$ cat config.mk
export PLATFORM = sky130hd
export DESIGN_NAME = string_to_integer_parser_top
export DESIGN_NICKNAME = d
export VERILOG_FILES = /design/src/design/stip_pkg.sv /design/src/design/string_to_integer_parser_top.sv
export SDC_FILE = /design/constraint.sdc
export NUM_CORES = 2
export LEC_CHECK = 0
export ABC_AREA = 1
export BUFFER_PORTS_ARGS = -buffer_cell sky130_fd_sc_hd__buf_2
export CORE_UTILIZATION = 30
export CTS_CLUSTER_SIZE = 40
export DETAILED_ROUTE_END_ITERATION = 10
export PLACE_DENSITY = 0.42
export SYNTH_ARGS = -nofsm -noshare
export SYNTH_HDL_FRONTEND = slang
export SYNTH_SLANG_ARGS = --single-unit
export TNS_END_PERCENT = 20
$ cat constraint.sdc
create_clock -name clk -period 20.7 [get_ports clk]
set_input_delay 3.105 -clock clk [delete_from_list [all_inputs] [get_ports clk]]
set_output_delay 3.105 -clock clk [all_outputs]
set_load 0.05 [all_outputs]
$ cat src/design/stip_pkg.sv
// Shared constants and character helpers for the string-to-integer parser.
// No dependencies; used by string_to_integer_parser_top.
package stip_pkg;

    // Default widths of the internal value and index registers
    localparam int VALUE_BITS_DEF = 64;
    localparam int INDEX_BITS_DEF = 16;

    // Fixed port widths
    localparam int OUT_VALUE_W = 64;
    localparam int OUT_INDEX_W = 16;
    localparam int BASE_W      = 6;
    localparam int CHAR_W      = 8;
    localparam int DIGIT_W     = 7;

    // Radix codes
    localparam logic [BASE_W-1:0] BASE_AUTO  = 6'd0;
    localparam logic [BASE_W-1:0] BASE_MIN   = 6'd2;
    localparam logic [BASE_W-1:0] BASE_OCT   = 6'd8;
    localparam logic [BASE_W-1:0] BASE_DEC   = 6'd10;
    localparam logic [BASE_W-1:0] BASE_HEX   = 6'd16;
    localparam logic [BASE_W-1:0] BASE_MAX   = 6'd36;
    localparam logic [BASE_W-1:0] BASE_RESET = BASE_DEC;

    // Characters with a special role
    localparam logic [CHAR_W-1:0] CH_MINUS   = 8'h2D;
    localparam logic [CHAR_W-1:0] CH_PLUS    = 8'h2B;
    localparam logic [CHAR_W-1:0] CH_ZERO    = 8'h30;
    localparam logic [CHAR_W-1:0] CH_NINE    = 8'h39;
    localparam logic [CHAR_W-1:0] CH_UPPER_A = 8'h41;
    localparam logic [CHAR_W-1:0] CH_UPPER_Z = 8'h5A;
    localparam logic [CHAR_W-1:0] CH_LOWER_A = 8'h61;
    localparam logic [CHAR_W-1:0] CH_LOWER_Z = 8'h7A;
    localparam logic [CHAR_W-1:0] CH_LOWER_X = 8'h78;
    localparam logic [CHAR_W-1:0] CH_UPPER_X = 8'h58;
    localparam logic [CHAR_W-1:0] CH_SPACE   = 8'h20;
    localparam logic [CHAR_W-1:0] CH_TAB     = 8'h09;
    localparam logic [CHAR_W-1:0] CH_CR      = 8'h0D;

    // Digit value of letters starts at ten
    localparam logic [DIGIT_W-1:0] DIGIT_LETTER = 7'd10;
    // Marks a byte that is no digit in any radix
    localparam logic [DIGIT_W-1:0] DIGIT_NONE   = 7'd99;
    localparam logic [DIGIT_W-1:0] DIGIT_HEX_LIM = 7'd16;

    function automatic logic [DIGIT_W-1:0] digit_value(input logic [CHAR_W-1:0] c);
        logic [DIGIT_W-1:0] d;
        begin
            if (c >= CH_ZERO && c <= CH_NINE)
                d = DIGIT_W'(c - CH_ZERO);
            else if (c >= CH_UPPER_A && c <= CH_UPPER_Z)
                d = DIGIT_W'(c - CH_UPPER_A) + DIGIT_LETTER;
            else if (c >= CH_LOWER_A && c <= CH_LOWER_Z)
                d = DIGIT_W'(c - CH_LOWER_A) + DIGIT_LETTER;
            else
                d = DIGIT_NONE;
            return d;
        end
    endfunction

    function automatic logic is_space(input logic [CHAR_W-1:0] c);
        return (c == CH_SPACE) || (c >= CH_TAB && c <= CH_CR);
    endfunction

endpackage

$ cat src/design/string_to_integer_parser_top.sv
// String-to-integer parser, top level: input word register, conversion state,
// result register. Depends on stip_pkg.
//
//   channel  | handshake                 | payload
//   ---------+---------------------------+---------------------------------------
//   in       | in_valid / in_ready       | start_req, character
//   out      | out_valid / out_ready     | value, overflow, no_digits, stop_index
//   cfg      | cfg_wr_en (no wait)       | cfg_wr_data (number_base)
//
// One input word per cycle while the result register is not stalled. A word
// is held in the input register, then one multiply-add with saturation check
// (accumulator times radix plus digit) updates the conversion state and, on
// the first non-digit, loads the result register, which drives out_valid.
// Reset leaves base 10 in the register and in the conversion state.
// A stalled result stops the state update only while the result register is
// full and not taken; the input register then holds and in_ready drops.
module string_to_integer_parser_top #(
    parameter int VALUE_BITS = stip_pkg::VALUE_BITS_DEF,
    parameter int INDEX_BITS = stip_pkg::INDEX_BITS_DEF
) (
    input  logic                              clk,
    input  logic                              rst_n,
    input  logic                              in_valid,
    output logic                              in_ready,
    input  logic                              start_req,
    input  logic [stip_pkg::CHAR_W-1:0]       character,
    output logic                              out_valid,
    input  logic                              out_ready,
    output logic signed [stip_pkg::OUT_VALUE_W-1:0] value,
    output logic                              overflow,
    output logic                              no_digits,
    output logic [stip_pkg::OUT_INDEX_W-1:0]  stop_index,
    input  logic                              cfg_wr_en,
    input  logic [stip_pkg::BASE_W-1:0]       cfg_wr_data
);

    localparam int PROD_W    = VALUE_BITS + 7;
    localparam int IDX_EXT_W = 32;
    localparam logic [VALUE_BITS-1:0] POS_LIMIT = {1'b0, {(VALUE_BITS-1){1'b1}}};
    localparam logic [VALUE_BITS-1:0] NEG_LIMIT = {1'b1, {(VALUE_BITS-1){1'b0}}};

    typedef enum logic [2:0] {
        PH_WS,
        PH_SIGNED,
        PH_ZERO,
        PH_HEXMARK,
        PH_DIGITS,
        PH_DONE
    } phase_t;

    // configuration
    logic [stip_pkg::BASE_W-1:0] number_base_reg;

    // input word register
    logic                        in_valid_reg;
    logic                        start_reg;
    logic [stip_pkg::CHAR_W-1:0] char_reg;

    // conversion state
    phase_t                      phase_reg, phase_next;
    logic                        neg_reg, neg_next;
    logic [VALUE_BITS-1:0]       acc_reg, acc_next;
    logic [stip_pkg::BASE_W-1:0] eb_reg, eb_next;
    logic [INDEX_BITS-1:0]       idx_reg, idx_next;
    logic                        seen_reg, seen_next;
    logic                        sat_reg, sat_next;
    logic [INDEX_BITS-1:0]       zend_reg, zend_next;

    // result register
    logic                                 out_valid_reg;
    logic signed [stip_pkg::OUT_VALUE_W-1:0] value_reg, value_next;
    logic                                 overflow_reg, overflow_next;
    logic                                 no_digits_reg, no_digits_next;
    logic [stip_pkg::OUT_INDEX_W-1:0]     stop_reg, stop_next;

    // working values of the current word
    phase_t                      ph_cur;
    logic                        neg_cur;
    logic [VALUE_BITS-1:0]       acc_cur;
    logic [stip_pkg::BASE_W-1:0] eb_cur;
    logic [INDEX_BITS-1:0]       idx_cur;
    logic                        seen_cur;
    logic                        sat_cur;
    logic [INDEX_BITS-1:0]       zend_cur;
    logic [INDEX_BITS-1:0]       idx_inc;

    logic [stip_pkg::DIGIT_W-1:0] dval;
    logic [stip_pkg::BASE_W-1:0]  eb_use;
    logic                         try_first;
    logic                         try_digit;
    logic                         do_emit;
    logic [INDEX_BITS-1:0]        emit_stop;
    logic [IDX_EXT_W-1:0]         emit_stop_ext;
    logic [VALUE_BITS-1:0]        limit;
    logic [PROD_W-1:0]            mul_add;
    logic signed [VALUE_BITS-1:0] signed_val;

    logic stage_fire;
    logic in_fire;

    assign stage_fire = in_valid_reg && (!out_valid_reg || out_ready);
    assign in_ready   = !in_valid_reg || stage_fire;
    assign in_fire    = in_valid && in_ready;

    assign out_valid  = out_valid_reg;
    assign value      = value_reg;
    assign overflow   = overflow_reg;
    assign no_digits  = no_digits_reg;
    assign stop_index = stop_reg;

    // a start word restarts the conversion before it is parsed
    always_comb
    begin
        ph_cur   = start_reg ? PH_WS : phase_reg;
        neg_cur  = start_reg ? 1'b0 : neg_reg;
        acc_cur  = start_reg ? '0 : acc_reg;
        eb_cur   = start_reg ? number_base_reg : eb_reg;
        idx_cur  = start_reg ? '0 : idx_reg;
        seen_cur = start_reg ? 1'b0 : seen_reg;
        sat_cur  = start_reg ? 1'b0 : sat_reg;
        zend_cur = start_reg ? '0 : zend_reg;
    end

    assign idx_inc = (&idx_cur) ? idx_cur : idx_cur + 1'b1;
    assign dval    = stip_pkg::digit_value(char_reg);

    always_comb
    begin
        phase_next = ph_cur;
        neg_next   = neg_cur;
        acc_next   = acc_cur;
        eb_next    = eb_cur;
        idx_next   = idx_inc;
        seen_next  = seen_cur;
        sat_next   = sat_cur;
        zend_next  = zend_cur;
        eb_use     = eb_cur;
        try_first  = 1'b0;
        try_digit  = 1'b0;
        do_emit    = 1'b0;
        emit_stop  = idx_cur;

        case (ph_cur)
            PH_WS:
            begin
                if (stip_pkg::is_space(char_reg))
                begin
                    phase_next = PH_WS;
                end
                else if (char_reg == stip_pkg::CH_MINUS
                         || char_reg == stip_pkg::CH_PLUS)
                begin
                    neg_next   = (char_reg == stip_pkg::CH_MINUS);
                    phase_next = PH_SIGNED;
                end
                else
                begin
                    try_first = 1'b1;
                end
            end
            PH_SIGNED:
            begin
                try_first = 1'b1;
            end
            PH_ZERO:
            begin
                if (char_reg == stip_pkg::CH_LOWER_X
                    || char_reg == stip_pkg::CH_UPPER_X)
                begin
                    eb_next    = stip_pkg::BASE_HEX;
                    phase_next = PH_HEXMARK;
                end
                else
                begin
                    eb_use    = (eb_cur == stip_pkg::BASE_AUTO) ? stip_pkg::BASE_OCT : eb_cur;
                    try_digit = 1'b1;
                end
            end
            PH_HEXMARK:
            begin
                if (dval < stip_pkg::DIGIT_HEX_LIM)
                begin
                    try_digit = 1'b1;
                end
                else
                begin
                    do_emit   = 1'b1;
                    emit_stop = zend_cur;
                end
            end
            PH_DIGITS:
            begin
                try_digit = 1'b1;
            end
            default:
            begin
                phase_next = ph_cur;
            end
        endcase

        // leading '0' may open a radix prefix
        if (try_first)
        begin
            if ((eb_cur == stip_pkg::BASE_AUTO || eb_cur == stip_pkg::BASE_HEX)
                && char_reg == stip_pkg::CH_ZERO)
            begin
                seen_next  = 1'b1;
                zend_next  = idx_inc;
                phase_next = PH_ZERO;
            end
            else
            begin
                eb_use    = (eb_cur == stip_pkg::BASE_AUTO) ? stip_pkg::BASE_DEC : eb_cur;
                try_digit = 1'b1;
            end
        end

        limit   = neg_cur ? NEG_LIMIT : POS_LIMIT;
        mul_add = PROD_W'(acc_cur) * PROD_W'(eb_use) + PROD_W'(dval);

        if (try_digit)
        begin
            eb_next = eb_use;
            if (eb_use >= stip_pkg::BASE_MIN && eb_use <= stip_pkg::BASE_MAX
                && dval < stip_pkg::DIGIT_W'(eb_use))
            begin
                seen_next  = 1'b1;
                phase_next = PH_DIGITS;
                // keep consuming digits once saturated, value stays at the limit
                if (!sat_cur)
                begin
                    if (mul_add > PROD_W'(limit))
                    begin
                        acc_next = limit;
                        sat_next = 1'b1;
                    end
                    else
                    begin
                        acc_next = mul_add[VALUE_BITS-1:0];
                    end
                end
            end
            else
            begin
                do_emit   = 1'b1;
                emit_stop = idx_cur;
            end
        end

        if (do_emit)
        begin
            phase_next = PH_DONE;
        end

        signed_val     = neg_cur ? -acc_cur : acc_cur;
        emit_stop_ext  = IDX_EXT_W'(emit_stop);
        value_next     = stip_pkg::OUT_VALUE_W'(signed_val);
        overflow_next  = sat_cur;
        no_digits_next = !seen_cur;
        stop_next      = seen_cur ? emit_stop_ext[stip_pkg::OUT_INDEX_W-1:0] : '0;
    end

    always_ff @(posedge clk or negedge rst_n)
    begin
        if (!rst_n)
        begin
            number_base_reg <= stip_pkg::BASE_RESET;
            in_valid_reg    <= 1'b0;
            start_reg       <= 1'b0;
            char_reg        <= '0;
            phase_reg       <= PH_WS;
            neg_reg         <= 1'b0;
            acc_reg         <= '0;
            eb_reg          <= stip_pkg::BASE_RESET;
            idx_reg         <= '0;
            seen_reg        <= 1'b0;
            sat_reg         <= 1'b0;
            zend_reg        <= '0;
            out_valid_reg   <= 1'b0;
        end
        else
        begin
            if (cfg_wr_en)
            begin
                number_base_reg <= cfg_wr_data;
            end

            if (in_fire)
            begin
                start_reg <= start_req;
                char_reg  <= character;
            end
            if (in_fire)
            begin
                in_valid_reg <= 1'b1;
            end
            else if (stage_fire)
            begin
                in_valid_reg <= 1'b0;
            end

            if (stage_fire)
            begin
                phase_reg <= phase_next;
                neg_reg   <= neg_next;
                acc_reg   <= acc_next;
                eb_reg    <= eb_next;
                idx_reg   <= idx_next;
                seen_reg  <= seen_next;
                sat_reg   <= sat_next;
                zend_reg  <= zend_next;
            end

            // load a result word, or drop the one just taken
            if (stage_fire && do_emit)
            begin
                out_valid_reg <= 1'b1;
            end
            else if (out_ready)
            begin
                out_valid_reg <= 1'b0;
            end
        end
    end

    // result payload carries no reset
    always_ff @(posedge clk)
    begin
        if (stage_fire && do_emit)
        begin
            value_reg     <= value_next;
            overflow_reg  <= overflow_next;
            no_digits_reg <= no_digits_next;
            stop_reg      <= stop_next;
        end
    end

    logic signed [stip_pkg::OUT_VALUE_W-1:0] pos_sat_ext;
    logic signed [stip_pkg::OUT_VALUE_W-1:0] neg_sat_ext;

    assign pos_sat_ext = stip_pkg::OUT_VALUE_W'($signed(POS_LIMIT));
    assign neg_sat_ext = stip_pkg::OUT_VALUE_W'($signed(NEG_LIMIT));

    a_no_digits_zero: assert property (@(posedge clk) disable iff (!rst_n)
        out_valid && no_digits |-> value == '0 && stop_index == '0)
        else $error("no-digit result with nonzero value or stop index");

    a_overflow_limit: assert property (@(posedge clk) disable iff (!rst_n)
        out_valid && overflow |-> value == pos_sat_ext || value == neg_sat_ext)
        else $error("overflow result not at a saturation limit");

    a_stall_cause: assert property (@(posedge clk) disable iff (!rst_n)
        !in_ready |-> in_valid_reg && out_valid_reg && !out_ready)
        else $error("input stalled without a blocked result");

    a_emit_loads: assert property (@(posedge clk) disable iff (!rst_n)
        stage_fire && do_emit |=> out_valid && phase_reg == PH_DONE)
        else $error("emitted word did not reach the result register");

endmodule

# After elaboration in Yosys (flattened, before gate mapping)
# Index checks and enable logic that the tools add are counted.
[op_classes]
add_sub_neg = 8
mux = 69
multipliers = 1
n_lt_le_gt_ge = 13
n_eq_ne = 11
reduce_logical = 24
[op_table]
columns = ["cell", "count"]
rows = [
  ["64-bit 2-to-1 mux", 7],
  ["16-bit 2-to-1 mux", 9],
  ["70-bit by 7-bit adder with 71-bit output", 1],
  ["71-bit by 64-bit greater-than comparator with 1-bit output", 1],
  ["64-bit by 6-bit multiplier with 70-bit output", 1],
  ["64-bit negator", 1],
  ["6-bit 2-to-1 mux", 10],
  ["8-bit by 6-bit == test with 1-bit output, second input constant", 4],
  ["1-bit 2-to-1 mux", 28],
  ["3-bit 2-to-1 mux", 9],
  ["7-bit 2-to-1 mux", 3],
  ["16-bit by 1-bit adder with 16-bit output, second input constant", 1],
  ["8-bit by 7-bit == test with 1-bit output, second input constant", 2],
  ["8-bit by 7-bit greater-or-equal comparator with 1-bit output, second input constant", 2],
  ["8-bit by 7-bit <= comparator with 1-bit output, second input constant", 2],
  ["16-bit AND reduction", 1],
  ["7-bit by 4-bit adder with 7-bit output, second input constant", 2],
  ["7-bit subtractor, second input constant", 2],
  ["1-bit logical AND", 10],
  ["8-bit by 4-bit greater-or-equal comparator with 1-bit output, second input constant", 1],
  ["8-bit by 6-bit greater-or-equal comparator with 1-bit output, second input constant", 1],
  ["8-bit by 4-bit <= comparator with 1-bit output, second input constant", 1],
  ["8-bit by 6-bit <= comparator with 1-bit output, second input constant", 1],
  ["7-bit by 5-bit less-than comparator with 1-bit output, second input constant", 1],
  ["16 further kinds", 25],
]
[word_totals]
reg_bits = 207
word_cells = 143
in_bits = 20
output_inout_bits = 84

# Longest topological paths before layout
[logic_depth]
depth_word = 14
depth_mapped = 60
mapped_depth_nobuf = 56

# Worst setup path before layout
# OpenSTA, ideal clock, no wires.
[synth_timing]
kind = "register -> register"
from = "register char_reg[0] (netlist bit)"
to = "register acc_reg[20]"
slack_ps = 13295
stages_incl_launch_ff = 55
n_path_buf = 2
t_arrival_ps = 7288
t_required_ps = 20583
setup_ps = 117
synth_period_minus_slack_ps = 7405
cell_sequence = "dfrtp_1 -> inv_1 -> ha_1 -> o21ai_1 -> nor2_1 -> nand2_1 -> nand3_1 -> nand3_1 -> nand2_1 -> nand2_1 -> nand2_1 -> inv_2 -> buf_1 -> nor2_1 -> fa_1 -> fa_1 -> fa_1 -> inv_1 -> [19 not listed] -> nand3_1 -> nand3_1 -> nand2_1 -> nand2_1 -> nand2_1 -> nand2_1 -> nand2_1 -> nand2_1 -> nand2_1 -> nand2_4 -> inv_2 -> buf_4 -> nand2_1 -> nand2_1 -> nand2_1 -> nand2_1 -> nand2_1 -> nand2_1"
[synth_via]
elab_chain_cells = 13
word_cells_on_any_way = 55
classes_between = "add/sub: 6; mul: 1; order compare: 13; eq/ne: 6; mux: 19; reduce/logical: 10"
[synth_lines]
columns = ["element", "line", "text"]
rows = [
  ["start, declared", "string_to_integer_parser_top.sv:57", "logic [stip_pkg::CHAR_W-1:0] char_reg;"],
  ["start signal, assigned", "string_to_integer_parser_top.sv:291", "char_reg <= character;"],
  ["8-bit by 4-bit greater-or-equal comparator with 1-bit output, or another cell as far along", "stip_pkg.sv:62", "return (c == CH_SPACE) || (c >= CH_TAB && c <= CH_CR);"],
  ["1-bit logical AND, or another cell as far along", "stip_pkg.sv:62", ""],
  ["1-bit logical OR, or another cell as far along", "stip_pkg.sv:62", ""],
  ["1-bit 2-to-1 mux / 6-bit 2-to-1 mux (equally long branches)", "string_to_integer_parser_top.sv:146, string_to_integer_parser_top.sv:143", ""],
  ["1-bit one-hot mux with 2 select lines / 6-bit 2-to-1 mux (equally long branches)", "string_to_integer_parser_top.sv:143, string_to_integer_parser_top.sv:204", ""],
  ["6-bit 2-to-1 mux", "string_to_integer_parser_top.sv:202", "if (try_first)"],
  ["64-bit by 6-bit multiplier with 70-bit output", "string_to_integer_parser_top.sv:219", "mul_add = PROD_W'(acc_cur) * PROD_W'(eb_use) + PROD_W'(dval);"],
  ["70-bit by 7-bit adder with 71-bit output", "string_to_integer_parser_top.sv:219", ""],
  ["71-bit by 64-bit greater-than comparator with 1-bit output", "string_to_integer_parser_top.sv:232", "if (mul_add > PROD_W'(limit))"],
  ["64-bit 2-to-1 mux", "string_to_integer_parser_top.sv:232", ""],
  ["64-bit 2-to-1 mux", "string_to_integer_parser_top.sv:230", "if (!sat_cur)"],
  ["64-bit 2-to-1 mux", "string_to_integer_parser_top.sv:224", "if (eb_use >= stip_pkg::BASE_MIN && eb_use <= stip_pkg::BASE_MAX"],
  ["64-bit 2-to-1 mux (*)", "string_to_integer_parser_top.sv:221", "if (try_digit)"],
  ["end signal, assigned", "string_to_integer_parser_top.sv:306", "acc_reg <= acc_next;"],
  ["end, declared", "string_to_integer_parser_top.sv:62", "logic [VALUE_BITS-1:0] acc_reg, acc_next;"],
]
# Every way passes the cells marked *; elsewhere a longest branch is shown, timed or not.
# A chain may end at the register's enable or synchronous reset.

# Final worst setup path
[layout_timing]
from = "register eb_reg[0] (netlist bit)"
to = "register acc_reg[42]"
[layout_via]
elab_chain_cells = 14
word_cells_on_any_way = 25
classes_between = "add/sub: 1; mul: 1; order compare: 4; eq/ne: 1; mux: 13; reduce/logical: 5"
[layout_lines]
columns = ["element", "line", "text"]
rows = [
  ["start, declared", "string_to_integer_parser_top.sv:63", "logic [stip_pkg::BASE_W-1:0] eb_reg, eb_next;"],
  ["start signal, assigned", "string_to_integer_parser_top.sv:274", "eb_reg <= stip_pkg::BASE_RESET;"],
  ["start signal, assigned", "string_to_integer_parser_top.sv:307", "eb_reg <= eb_next;"],
  ["6-bit 2-to-1 mux (*)", "string_to_integer_parser_top.sv:117", "eb_cur = start_reg ? number_base_reg : eb_reg;"],
  ["6-bit logical NOT", "string_to_integer_parser_top.sv:175, string_to_integer_parser_top.sv:204, string_to_integer_parser_top.sv:213", ""],
  ["6-bit 2-to-1 mux", "string_to_integer_parser_top.sv:175", "eb_use = (eb_cur == stip_pkg::BASE_AUTO) ? stip_pkg::BASE_OCT : eb_cur;"],
  ["6-bit 2-to-1 mux", "string_to_integer_parser_top.sv:167", "if (char_reg == stip_pkg::CH_LOWER_X"],
  ["6-bit 2-to-1 mux", "string_to_integer_parser_top.sv:143", "case (ph_cur)"],
  ["6-bit 2-to-1 mux", "string_to_integer_parser_top.sv:204", "if ((eb_cur == stip_pkg::BASE_AUTO || eb_cur == stip_pkg::BASE_HEX)"],
  ["6-bit 2-to-1 mux", "string_to_integer_parser_top.sv:202", ""],
  ["64-bit by 6-bit multiplier with 70-bit output", "string_to_integer_parser_top.sv:219", ""],
  ["70-bit by 7-bit adder with 71-bit output", "string_to_integer_parser_top.sv:219", ""],
  ["71-bit by 64-bit greater-than comparator with 1-bit output", "string_to_integer_parser_top.sv:232", ""],
  ["64-bit 2-to-1 mux", "string_to_integer_parser_top.sv:232", ""],
  ["64-bit 2-to-1 mux", "string_to_integer_parser_top.sv:230", ""],
  ["64-bit 2-to-1 mux", "string_to_integer_parser_top.sv:224", ""],
  ["64-bit 2-to-1 mux (*)", "string_to_integer_parser_top.sv:221", ""],
]
# Marked as above.

==> metrics.md <==
| Metric | Value |
|---|---|
| Status | `finished, final reports clean` |
| Synth Instances | `3,999` |
| Seq/Total Area, Yosys | `0.200` |
| Endpoint of the worst register-to-register path | `acc_reg[42]$_DFFE_PN0P_` |
| WL/cell | `19.4 um` |
| Vias | `25,700` |
| CORE AREA | `92,100 um2` |
| Final slew viol count | `0` |
| Yosys cell types | `59` |
| Post-synth EDFFs | `82` |
| Drt initial violations | `2,093` |
| Max Cap Viol | `0` |
| Via-per-instance ratio | `4.86` |
| N_diodes | `0` |
| Post-synthesis simple-gate area fraction | `0.288` |
| Final setup viols | `0` |
| Post-synthesis adder-cell area fraction | `0.283` |
| Hold path cells | `2` |
| DRC errors left | `0` |
| Layout net count | `4,536` |
| Final worst path period need | `11.71 ns` |
| Worst R2R Start | `eb_reg[0]$_DFFE_PN0P_` |
| Cell Area, Synth | `28,000 um2` |
| Slew headroom | `0.114` |
| Area of the multi-input gates | `19,600 um2` |
| Final period util | `0.566` |
| Total Wirelength | `103 mm` |
| Compound-Gate Fraction of Synth Area | `0.0994` |
| Worst hold path startpoint | `acc_reg[60]$_DFFE_PN0P_` |
| WHS Endpoint | `acc_reg[60]$_DFFE_PN0P_` |
| Clock latency on the worst-skew pair | `0.54 ns` |
| RSZ-0062 raised after global routing | `no` |
| Root Buffer | `clkbuf_16` |
| First-pass iteration count of the detailed router | `5` |
| DRT antenna net count | `0` |
| Sequential cell area | `5600 um2` |
| Max FO, Critical Path | `37` |
| Setup Buffers After CTS | `0` |
| Peak VDD IR | `0.0724 mV` |
| Initial Util | `0.304` |
| RePlAce Congestion | `0.897` |
| R2R depth | `50` |
| Max clock buf depth | `3` |
| Cts repair resizes | `0` |
| Startpoint Class | `register` |
| PwrDens | `134 nW/um2` |
| Clk pin slew, worst setup/hold paths | `0.07 ns` |
| Cts bufs inserted | `23` |
| Most used cell, CP | `nand2_1` |
| Worst R2R Setup Slack | `8.99 ns` |
| DP Wirelength | `82.0 mm` |
| Hold WC Path Type | `reg2reg` |
| Predominant post-synthesis flop cell | `dfrtp_1` |
| Proportion of layout cells with a drive suffix above 1 | `0.0674` |
| Final setup margin | `8.99 ns` |
| Critical Path Max Stage Delay | `1.21 ns` |
| WP data arrival | `12.17 ns` |
| P_leak | `16.0 nW` |
| Hold Buf Count CTS | `0` |
| Worst EP required | `21.17 ns` |
| First-pass GRT wire length | `159 mm` |
| Die Wd | `308 um` |
| Syn nets | `4,500` |
| # rows | `111` |
| Final Skew | `0.0131 ns` |
| Synthesis Warnings | `0` |
| Xor/xnor cell area share of the yosys netlist | `0.0278` |
| FF+latch count, synth | `207` |
| Post-synthesis async set-or-reset flop share | `0.604` |
| CTS sink cnt | `207` |
| Slowest cell on crit path | `dfrtp_1` |
| Largest family of logic cells by synthesized area | `simple AND/OR/NAND/NOR gates` |
| Worst-Margin Slew | `1.33 ns` |
| Die height | `308 um` |
| Mapped Avg Cell Area | `7.00 um2` |
| Grt ovf | `0` |
| Initial antenna violation count | `0` |
| Global Route Usage Sum | `0.218` |
| Fin. Hold Viols | `0` |
| PortBufs | `103` |
| H-tree depth | `1` |
| CTS tree | `done` |
| Syn-to-layout area delta | `8.92%` |
| Fill count | `10,100` |
| Pre-CTS setup slack | `9.04 ns` |
| Vias in the first global route | `26,000` |
| Multiplexer share of the synthesized area | `0.00147` |
| Worst setup EP type | `register` |
| Post-route setup TNS | `0 ns` |
| Max Fclk | `0.0854 GHz` |
| Largest net degree at the start of global routing | `71` |
| Die Area | `94,600 um2` |
| Setup CP Type | `reg2reg` |
| I/O pin total | `104` |
==> worst max-delay path, delay by kind of cell, from the launching register on <==
family	cells	cell delay, ns
AOI/OAI and AO/OA	7	1.61
xor gates and xnor gates	1	0.41
adders and majority gates	6	2.87
buffers and inverters	9	2.22
DFF	1	1.21
and+or+nand+nor	27	3.27
==> metal layers <==
metal / global-route usage / share of wire / vias up
li1: - / - / 12600
met1: 0.319 / 0.49 / 12500
met2: 0.349 / 0.45 / 599
met3: 0.0191 / 0.045 / 87
met4: 0.0444 / 0.019 / 0
met5: 0 / 0 / -
==> metrics by stage <==
stage	instance area [um2]	util	cells	hold slack [ns]	power, W
2_1_floorplan	28000	-	3999	0.449	0.00267
3_3_place_gp	29800	0.323	5253	0.464	0.00368
3_5_place_dp	29800	0.323	5253	0.465	0.00365
4_1_cts	30500	0.331	5294	0.481	0.00410
5_1_grt	30500	0.331	5294	0.520	0.00444
6_report	30500	0.331	5294	0.478	0.00407
==> power by group <==
group	switching (W)	internal, W	total [W]	leakage (nW)
registers	0.0000992	0.000612	0.000711	2.42
clock network	0.000183	0.000243	0.000426	0.364
logic	0.00216	0.000779	0.00294	13.2
==> how the worst max path moves through the flow <==
stage | start | to | slack [ns] | cells after the start
CTS | eb_reg[0]$_DFFE_PN0P_ | acc_reg[44]$_DFFE_PN0P_ | 9.03 | 50
global placement | eb_reg[0]$_DFFE_PN0P_ | acc_reg[44]$_DFFE_PN0P_ | 8.98 | 50
global route | eb_reg[0]$_DFFE_PN0P_ | acc_reg[28]$_DFFE_PN0P_ | 8.14 | 50
floorplan | char_reg[0]$_DFFE_PN0P_ | acc_reg[20]$_DFFE_PN0P_ | 13.30 | 54
detailed placement | start_reg$_DFFE_PN0P_ | acc_reg[44]$_DFFE_PN0P_ | 9.04 | 50
finish | eb_reg[0]$_DFFE_PN0P_ | acc_reg[42]$_DFFE_PN0P_ | 8.99 | 50
==> cells by family (layout without fill, tap and decap cells) <==
family	Yosys count	count (layout)
flip-flops	207	207
multiplexers	4	4
adder cells (fa/ha/maj)	481	481
AO/OA/AOI/OAI	510	510
buffers and inverters	715	767
AND/OR/NAND/NOR	1993	1993
XOR/XNOR	89	89
==> cell usage after synthesis (26+ instances only) <==
master / n / area share
a21oi_1: 254 / 0.045
clkbuf_1: 68 / 0.0091
dfrtp_1: 121 / 0.11
edfxtp_1: 82 / 0.088
fa_1: 253 / 0.18
ha_1: 228 / 0.10
inv_1: 549 / 0.074
inv_2: 33 / 0.0044
nand2_1: 1133 / 0.15
nand3_1: 121 / 0.022
nand4_1: 30 / 0.0067
nor2_1: 592 / 0.079
nor3_1: 41 / 0.0073
o21ai_0: 154 / 0.028
xnor2_1: 26 / 0.0081
xor2_1: 63 / 0.020
==> layout make-up <==
| cell class | instances | area share |
|---|---|---|
| sequential | 207 | 0.184 |
| clock buffer | 31 | 0.0212 |
| clock inverter | 10 | 0.00332 |
| tap | 1243 | 0.0510 |
| inverter | 591 | 0.0729 |
| timing repair buffer | 135 | 0.0250 |
| multi-input combinational | 3077 | 0.643 |
==> placed cells by master, fill, tap and decap left out, types with 7 or more instances in the layout <==
master,count
a211oi_1,14
a21o_1,8
a21oi_1,254
a31oi_1,12
buf_2,102
buf_4,32
clkbuf_16,23
clkinv_1,11
dfrtp_1,120
edfxtp_1,82
fa_1,253
ha_1,228
inv_1,547
inv_2,35
nand2_1,1132
nand2_2,11
nand3_1,121
nand3_2,7
nand4_1,30
nor2_1,591
nor2_2,13
nor3_1,41
nor3_2,7
nor4_1,12
o21ai_0,153
o21ai_1,16
o21bai_1,16
xnor2_1,26
xor2_1,63
Power figures use the tool's default switching activity.
